`src/rtl/core/stpe_pkg.sv`:
```
`timescale 1ns / 1ps
// Shared types and codes of the spanning-tree port engine.
// No dependencies; every other file of the block imports this package.
package stpe_pkg;

    localparam int PORT_SLOTS = 6;

    typedef logic [1:0] cmd_t;
    typedef logic [2:0] port_t;
    typedef logic [PORT_SLOTS-1:0] mask_t;

    localparam cmd_t CMD_RESET   = 2'd0;
    localparam cmd_t CMD_REQUEST = 2'd1;
    localparam cmd_t CMD_ACCEPT  = 2'd2;
    localparam cmd_t CMD_REJECT  = 2'd3;

    typedef struct packed {
        port_t index;
        mask_t rest;
    } pick_t;

endpackage

```
`src/rtl/core/stpe_if.sv`:
```
`timescale 1ns / 1ps
// Valid/ready channel interfaces for received and sent tree-control messages.
// Depends on stpe_pkg for the field types.
interface stpe_in_if;
    import stpe_pkg::*;

    logic  valid;
    logic  ready;
    cmd_t  command;
    port_t arrival_port;
    mask_t connected_ports;

    modport source (output valid, output command, output arrival_port,
                    output connected_ports, input ready);
    modport sink (input valid, input command, input arrival_port,
                  input connected_ports, output ready);
endinterface

interface stpe_out_if;
    import stpe_pkg::*;

    logic  valid;
    logic  ready;
    port_t send_port;
    cmd_t  send_command;
    logic  last_of_run;
    logic  has_parent;
    port_t parent_index;
    mask_t child_mask;

    modport source (output valid, output send_port, output send_command,
                    output last_of_run, output has_parent, output parent_index,
                    output child_mask, input ready);
    modport sink (input valid, input send_port, input send_command,
                  input last_of_run, input has_parent, input parent_index,
                  input child_mask, output ready);
endinterface

```
`src/rtl/core/stpe_pick.sv`:
```
`timescale 1ns / 1ps
// Lowest-set-bit finder shared by every flood run of the sequencer.
// Depends on stpe_pkg for the mask and result types.
module stpe_pick (
    input  stpe_pkg::mask_t mask,
    output stpe_pkg::pick_t pick
);
    import stpe_pkg::*;

    always_comb
    begin
        pick.index = '0;
        for (int i = PORT_SLOTS - 1; i >= 0; i--)
        begin
            if (mask[i])
            begin
                pick.index = port_t'(i);
            end
        end
        pick.rest = mask & (mask - mask_t'(1));
    end

endmodule

```
`src/rtl/core/spanning_tree_port_engine.sv`:
```
`timescale 1ns / 1ps
// Spanning-tree port engine: one received message is taken at a time. A parent
// request, once accepted, makes the block send requests to the other connected
// ports, then the accept; a request from a second parent gets a reject, and a
// tree reset floods a clear to every connected port but the parent. The single
// lowest-set-bit unit walks the port mask, one message per cycle unless the sink
// stalls. Child accepts only update the child mask; received rejects and other
// ignored messages send nothing. Messages are emitted only when the output
// register is free, so a stalled sink stretches a run accordingly.
module spanning_tree_port_engine #(
    parameter int PORT_COUNT = 6
) (
    input  logic              clk,
    input  logic              rst_n,
    stpe_in_if.sink           msg_in,
    stpe_out_if.source        msg_out
);
    import stpe_pkg::*;

    localparam int ScanPorts = (PORT_COUNT < PORT_SLOTS) ? PORT_COUNT : PORT_SLOTS;
    localparam mask_t UsableMask = (mask_t'(1) << ScanPorts) - mask_t'(1);
    localparam port_t ScanLimit = port_t'(ScanPorts);

    localparam logic [1:0] ST_IDLE  = 2'd0;
    localparam logic [1:0] ST_FLOOD = 2'd1;
    localparam logic [1:0] ST_TAIL  = 2'd2;

    logic [1:0] state_reg, state_next;
    logic       held_reg, held_next;
    port_t      parent_reg, parent_next;
    mask_t      children_reg, children_next;
    mask_t      mask_reg, mask_next;
    cmd_t       flood_cmd_reg, flood_cmd_next;
    logic       tail_en_reg, tail_en_next;
    cmd_t       tail_cmd_reg, tail_cmd_next;
    port_t      tail_port_reg, tail_port_next;

    logic       out_valid_reg, out_valid_next;
    port_t      out_port_reg, out_port_next;
    cmd_t       out_cmd_reg, out_cmd_next;
    logic       out_last_reg, out_last_next;
    logic       out_held_reg, out_held_next;
    port_t      out_parent_reg, out_parent_next;
    mask_t      out_children_reg, out_children_next;

    pick_t      pick;
    logic       emit_ok;
    logic       port_ok;
    mask_t      arrival_bit;
    mask_t      parent_bit;

    stpe_pick u_pick (
        .mask (mask_reg),
        .pick (pick)
    );

    assign msg_in.ready = (state_reg == ST_IDLE);
    assign emit_ok = !out_valid_reg || msg_out.ready;
    assign port_ok = (msg_in.arrival_port < ScanLimit);

    always_comb
    begin
        for (int i = 0; i < PORT_SLOTS; i++)
        begin
            arrival_bit[i] = (msg_in.arrival_port == port_t'(i));
            parent_bit[i]  = (parent_reg == port_t'(i));
        end
    end

    always_comb
    begin
        state_next        = state_reg;
        held_next         = held_reg;
        parent_next       = parent_reg;
        children_next     = children_reg;
        mask_next         = mask_reg;
        flood_cmd_next    = flood_cmd_reg;
        tail_en_next      = tail_en_reg;
        tail_cmd_next     = tail_cmd_reg;
        tail_port_next    = tail_port_reg;
        out_valid_next    = out_valid_reg && !msg_out.ready;
        out_port_next     = out_port_reg;
        out_cmd_next      = out_cmd_reg;
        out_last_next     = out_last_reg;
        out_held_next     = out_held_reg;
        out_parent_next   = out_parent_reg;
        out_children_next = out_children_reg;

        case (state_reg)
            ST_IDLE:
            begin
                if (msg_in.valid)
                begin
                    case (msg_in.command)
                        CMD_REQUEST:
                        begin
                            if (port_ok)
                            begin
                                tail_port_next = msg_in.arrival_port;
                                if (!held_reg || parent_reg == msg_in.arrival_port)
                                begin
                                    held_next      = 1'b1;
                                    parent_next    = msg_in.arrival_port;
                                    mask_next      = msg_in.connected_ports & UsableMask
                                                     & ~arrival_bit;
                                    flood_cmd_next = CMD_REQUEST;
                                    tail_en_next   = 1'b1;
                                    tail_cmd_next  = CMD_ACCEPT;
                                    state_next     = (|mask_next) ? ST_FLOOD : ST_TAIL;
                                end
                                else
                                begin
                                    tail_cmd_next = CMD_REJECT;
                                    state_next    = ST_TAIL;
                                end
                            end
                        end
                        CMD_ACCEPT:
                        begin
                            if (port_ok)
                            begin
                                children_next = children_reg | arrival_bit;
                            end
                        end
                        CMD_RESET:
                        begin
                            if (held_reg)
                            begin
                                mask_next      = msg_in.connected_ports & UsableMask
                                                 & ~parent_bit;
                                flood_cmd_next = CMD_RESET;
                                tail_en_next   = 1'b0;
                                held_next      = 1'b0;
                                parent_next    = '0;
                                children_next  = '0;
                                state_next     = (|mask_next) ? ST_FLOOD : ST_IDLE;
                            end
                        end
                        default:
                        begin
                        end
                    endcase
                end
            end
            ST_FLOOD:
            begin
                if (emit_ok)
                begin
                    out_valid_next    = 1'b1;
                    out_port_next     = pick.index;
                    out_cmd_next      = flood_cmd_reg;
                    out_last_next     = !(|pick.rest) && !tail_en_reg;
                    out_held_next     = held_reg;
                    out_parent_next   = held_reg ? parent_reg : '0;
                    out_children_next = children_reg;
                    mask_next         = pick.rest;
                    if (!(|pick.rest))
                    begin
                        state_next = tail_en_reg ? ST_TAIL : ST_IDLE;
                    end
                end
            end
            ST_TAIL:
            begin
                if (emit_ok)
                begin
                    out_valid_next    = 1'b1;
                    out_port_next     = tail_port_reg;
                    out_cmd_next      = tail_cmd_reg;
                    out_last_next     = 1'b1;
                    out_held_next     = held_reg;
                    out_parent_next   = held_reg ? parent_reg : '0;
                    out_children_next = children_reg;
                    state_next        = ST_IDLE;
                end
            end
            default:
            begin
                state_next = ST_IDLE;
            end
        endcase
    end

    always_ff @(posedge clk or negedge rst_n)
    begin
        if (!rst_n)
        begin
            state_reg     <= ST_IDLE;
            held_reg      <= 1'b0;
            parent_reg    <= '0;
            children_reg  <= '0;
            out_valid_reg <= 1'b0;
        end
        else
        begin
            state_reg     <= state_next;
            held_reg      <= held_next;
            parent_reg    <= parent_next;
            children_reg  <= children_next;
            out_valid_reg <= out_valid_next;
        end
    end

    always_ff @(posedge clk)
    begin
        mask_reg         <= mask_next;
        flood_cmd_reg    <= flood_cmd_next;
        tail_en_reg      <= tail_en_next;
        tail_cmd_reg     <= tail_cmd_next;
        tail_port_reg    <= tail_port_next;
        out_port_reg     <= out_port_next;
        out_cmd_reg      <= out_cmd_next;
        out_last_reg     <= out_last_next;
        out_held_reg     <= out_held_next;
        out_parent_reg   <= out_parent_next;
        out_children_reg <= out_children_next;
    end

    assign msg_out.valid        = out_valid_reg;
    assign msg_out.send_port    = out_port_reg;
    assign msg_out.send_command = out_cmd_reg;
    assign msg_out.last_of_run  = out_last_reg;
    assign msg_out.has_parent   = out_held_reg;
    assign msg_out.parent_index = out_parent_reg;
    assign msg_out.child_mask   = out_children_reg;

endmodule

```
`src/flat_wrapper.sv`:
```
// flat-port wrapper written by rule: the top's interface ports become plain ports
module spanning_tree_port_engine_flat import stpe_pkg::*;
#(
    parameter int PORT_COUNT = 6
)
  (clk, rst_n, msg_in_valid, msg_in_command, msg_in_arrival_port, msg_in_connected_ports, msg_in_ready, msg_out_valid, msg_out_send_port, msg_out_send_command, msg_out_last_of_run, msg_out_has_parent, msg_out_parent_index, msg_out_child_mask, msg_out_ready);
  stpe_in_if msg_in_i ();
  stpe_out_if msg_out_i ();
  input  logic clk;
  input  logic rst_n;
  input wire logic [$bits(msg_in_i.valid)-1:0] msg_in_valid;
  input wire logic [$bits(msg_in_i.command)-1:0] msg_in_command;
  input wire logic [$bits(msg_in_i.arrival_port)-1:0] msg_in_arrival_port;
  input wire logic [$bits(msg_in_i.connected_ports)-1:0] msg_in_connected_ports;
  output wire logic [$bits(msg_in_i.ready)-1:0] msg_in_ready;
  output wire logic [$bits(msg_out_i.valid)-1:0] msg_out_valid;
  output wire logic [$bits(msg_out_i.send_port)-1:0] msg_out_send_port;
  output wire logic [$bits(msg_out_i.send_command)-1:0] msg_out_send_command;
  output wire logic [$bits(msg_out_i.last_of_run)-1:0] msg_out_last_of_run;
  output wire logic [$bits(msg_out_i.has_parent)-1:0] msg_out_has_parent;
  output wire logic [$bits(msg_out_i.parent_index)-1:0] msg_out_parent_index;
  output wire logic [$bits(msg_out_i.child_mask)-1:0] msg_out_child_mask;
  input wire logic [$bits(msg_out_i.ready)-1:0] msg_out_ready;
  assign msg_in_i.valid = msg_in_valid;
  assign msg_in_i.command = msg_in_command;
  assign msg_in_i.arrival_port = msg_in_arrival_port;
  assign msg_in_i.connected_ports = msg_in_connected_ports;
  assign msg_in_ready = msg_in_i.ready;
  assign msg_out_valid = msg_out_i.valid;
  assign msg_out_send_port = msg_out_i.send_port;
  assign msg_out_send_command = msg_out_i.send_command;
  assign msg_out_last_of_run = msg_out_i.last_of_run;
  assign msg_out_has_parent = msg_out_i.has_parent;
  assign msg_out_parent_index = msg_out_i.parent_index;
  assign msg_out_child_mask = msg_out_i.child_mask;
  assign msg_out_i.ready = msg_out_ready;
  spanning_tree_port_engine #(.PORT_COUNT(PORT_COUNT)) u_core (.clk(clk), .rst_n(rst_n), .msg_in(msg_in_i), .msg_out(msg_out_i));
endmodule
```
`config.mk`:
```
export PLATFORM = sky130hd
export DESIGN_NAME = spanning_tree_port_engine_flat
export DESIGN_NICKNAME = d
export VERILOG_FILES = /design/src/rtl/core/stpe_pkg.sv /design/src/rtl/core/stpe_if.sv /design/src/rtl/core/stpe_pick.sv /design/src/rtl/core/spanning_tree_port_engine.sv /design/src/flat_wrapper.sv
export SDC_FILE = /design/constraint.sdc
export NUM_CORES = 1
export LEC_CHECK = 0
export CAP_MARGIN = 15
export CORE_ASPECT_RATIO = 1.25
export CORE_UTILIZATION = 65
export CTS_CLUSTER_DIAMETER = 150
export DETAILED_ROUTE_END_ITERATION = 8
export DONT_BUFFER_PORTS = 1
export PLACE_DENSITY = 0.9
export SYNTH_ARGS = -nofsm -noshare
export SYNTH_HDL_FRONTEND = slang
export SYNTH_SLANG_ARGS = --single-unit
```
`constraint.sdc`:
```
create_clock -name clk -period 5.8 [get_ports clk]
set_input_delay 0.87 -clock clk [delete_from_list [all_inputs] [get_ports clk]]
set_output_delay 0.87 -clock clk [all_outputs]
set_load 0.05 [all_outputs]
```
==> results by group <==
Run status
  • Status: finished clean

Placement
  • Gp weighted congestion: 0.934
  • I/O Buffers: 0
  • Detail Placement HPWL: 3260 um

Worst setup path
  • Worst setup EP type: register
  • Crit path buffers/inverters: 1
  • Crit path DAT: 2.70 ns
  • Crit Path Class: register to register
  • CP top delay family: compound AO/OA/AOI/OAI gates
  • Max Fanout on Critical Path: 6
  • Worst-path cell chain: inv_1 -> ha_1 -> nand2_1 -> a2111o_1 -> a2bb2oi_1
  • Slowest CP cell: ha_1
  • Worst Path Required: 5.80 ns
  • CP startpoint kind: register
  • Critical Path Max Stage Delay: 0.55 ns

Power and ir drop
  • Lkg Pwr: 0.803 nW
  • Total power: 0.00132 W
  • Peak supply drop: 0.516 mV
  • Power Density: 608 mW/mm^2

Yosys
  • FF+latch count, synth: 40
  • EDFF count, synth: 27
  • Yosys cell types: 50
  • Syn Area/Cell: 10.9 um^2
  • Post-Syn Area: 0.00208 mm^2
  • Sequential cell area fraction in the yosys report: 54.5%
  • Ys async rst share: 32.5%
  • Mapped Nets: 210
  • Yosys warns: 0
  • Ys flop type: edfxtp_1
  • Syn Inst Count: 192

Timing
  • Period utilisation layout: 46.6%
  • Final min period: 2.70 ns
  • Final hold violation count: 0
  • Final setup vio count: 0
  • Worst-Margin Slew: 0.663 ns
  • Slew Viols, Final: 0
  • Clock Skew: 0.00774 ns
  • Fmax achieved: 370 MHz
  • RSZ-0062 raised after global routing: false
  • Setup TNS: 0 ns
  • Worst slew margin: 55.4%

Worst hold path
  • Worst min path class: primary input to async pin

GRT
  • GRT overflow: 0
  • Vias in the first global route: 1480
  • Antenna violations before repair: 0
  • First-pass GRT wire length: 7080 um
  • Gr usage total: 29.3%
  • Largest net degree at the start of global routing: 20

Final layout
  • Most frequent cells in the layout: nor2_1, edfxtp_1, dfrtp_1
  • Nets: 207
  • FF/Latch Area: 0.00114 mm^2
  • Filler Cells Inserted: 203
  • Antenna cell count: 0
  • P&R area growth vs syn: 3.78%
  • Multi-input gate area in the final layout: 860 um^2
  • Share of cells above drive strength 1: 7.89%

Clock network
  • CTS Buffer Depth: 2
  • CTS Buf Count: 5
  • CTS H-tree depth: 2
  • Post-CTS Resized: 0
  • CTS Root Cell: clkbuf_4
  • Clk_lat worst skew: 0.35 ns
  • Clock Sinks: 40
  • Reg clk slew, reported paths: 0.12 ns
  • Postcts setup bufs: 0
  • CTS tree: done
  • Hold-fix buffers, CTS: 0

Drt
  • DRC Markers: 0
  • Initial DRC Count: 103
  • DR pass1 iterations: 5
  • WL final: 4370 um
  • Routed len/inst: 19.3 um
  • Vias: 1557
  • Vias per cell: 6.89
  • Antenna Violating Nets Remaining: 0

Floorplan
  • Die Wd: 52.7 um
  • Row count: 22
  • CORE AREA: 0.00300 mm^2
  • Starting density of the core: 69.5%
  • # IOs: 33
  • Die Height: 65.3 um
  • Die area: 0.00344 mm^2

Flow run
  • Max-cap violations: 0
[cells in the mapped netlist, types with 2 or more instances]
cell type  instances  area [um^2]
nor4b_1            2         17.5
nor2b_1            3         18.8
buf_2              5         25.0
nor2_1            27          101
a211oi_1           2         15.0
o32a_1             3         30.0
ha_1               3         37.5
nor4_1             2         12.5
dfrtp_1           13          325
xor2_1             3         26.3
nand3_1            9         45.0
a31oi_1            4         25.0
o211ai_1           4         30.0
or3_1              2         12.5
nor3b_1            3         22.5
o21ai_1            6         30.0
edfxtp_1          27          811
a22o_1             4         35.0
o31ai_1            3         22.5
nand2_1           12         45.0
a21oi_1            8         40.0
and2_1             5         31.3
nor3_1             2         10.0
clkbuf_1           4         15.0
mux2i_1            2         20.0
inv_1              9         33.8
nand2b_1           2         12.5
[routing by layer]
layer	track usage [%]	vias to the layer above	wire length (um)
met2	51.1	90	2300
met3	6.71	25	308
met5	0	-	0
li1	-	706	-
met4	13.8	0	196
met1	32.9	736	1560
[where the power goes]
part	internal [W]	total, W	switching, W
registers	0.000472	0.000784	0.000312
clock network	0.0000860	0.000179	0.0000926
logic	0.000136	0.000353	0.000216
[through the flow]
step / cell area [um^2] / hold WS [ns] / setup slack (ns) / utilization [%] / instances
finish: 2160 / 0.191 / 3.10 / 72.1 / 226
global route: 2160 / 0.169 / 2.93 / 72.1 / 226
CTS: 2160 / 0.182 / 3.07 / 72.1 / 226
detailed placement: 2080 / 0.441 / 2.98 / 69.3 / 218
global placement: 2080 / 0.436 / 3.06 / 69.3 / 218
floorplan: 2080 / 0.425 / 3.02 / - / 192
[kinds of logic after synthesis]
group | share of synthesized area (%)
AOI/OAI and AO/OA | 17.3
buffers and inverters | 4.26
xor gates and xnor gates | 1.26
DFF | 54.5
adders and majority gates | 2.28
muxes | 2.22
and+or+nand+nor | 18.2
[final timing paths]
check / slack [ns] / startpoint / cells after the start / endpoint
setup reg to reg: 3.10 / u_core.state_reg[1]$_DFFE_PN0P_ / 5 / u_core.mask_reg[2]$_DFFE_PP_
setup / recovery: 3.10 / u_core.state_reg[1]$_DFFE_PN0P_ / 5 / u_core.mask_reg[2]$_DFFE_PP_
max in group asynchronous: 5.54 / rst_n / 0 / u_core.parent_reg[0]$_DFFE_PN0P_
hold reg to reg: 0.47 / u_core.children_reg[2]$_DFFE_PN0P_ / 0 / u_core.msg_out.child_mask[2]$_DFFE_PP_
hold / removal: 0.19 / rst_n / 0 / u_core.parent_reg[1]$_DFFE_PN0P_
min in group clk: 0.47 / u_core.children_reg[2]$_DFFE_PN0P_ / 0 / u_core.msg_out.child_mask[2]$_DFFE_PP_
[area by class of cell]
cell class | count | area share, %
multi-input cells | 132 | 39.7
clock inverters | 1 | 0.405
inverters | 10 | 1.74
well taps | 36 | 2.08
clock buffers | 7 | 3.53
flip-flops and latches | 40 | 52.5
No activity file was read; power rests on OpenSTA's default activity.
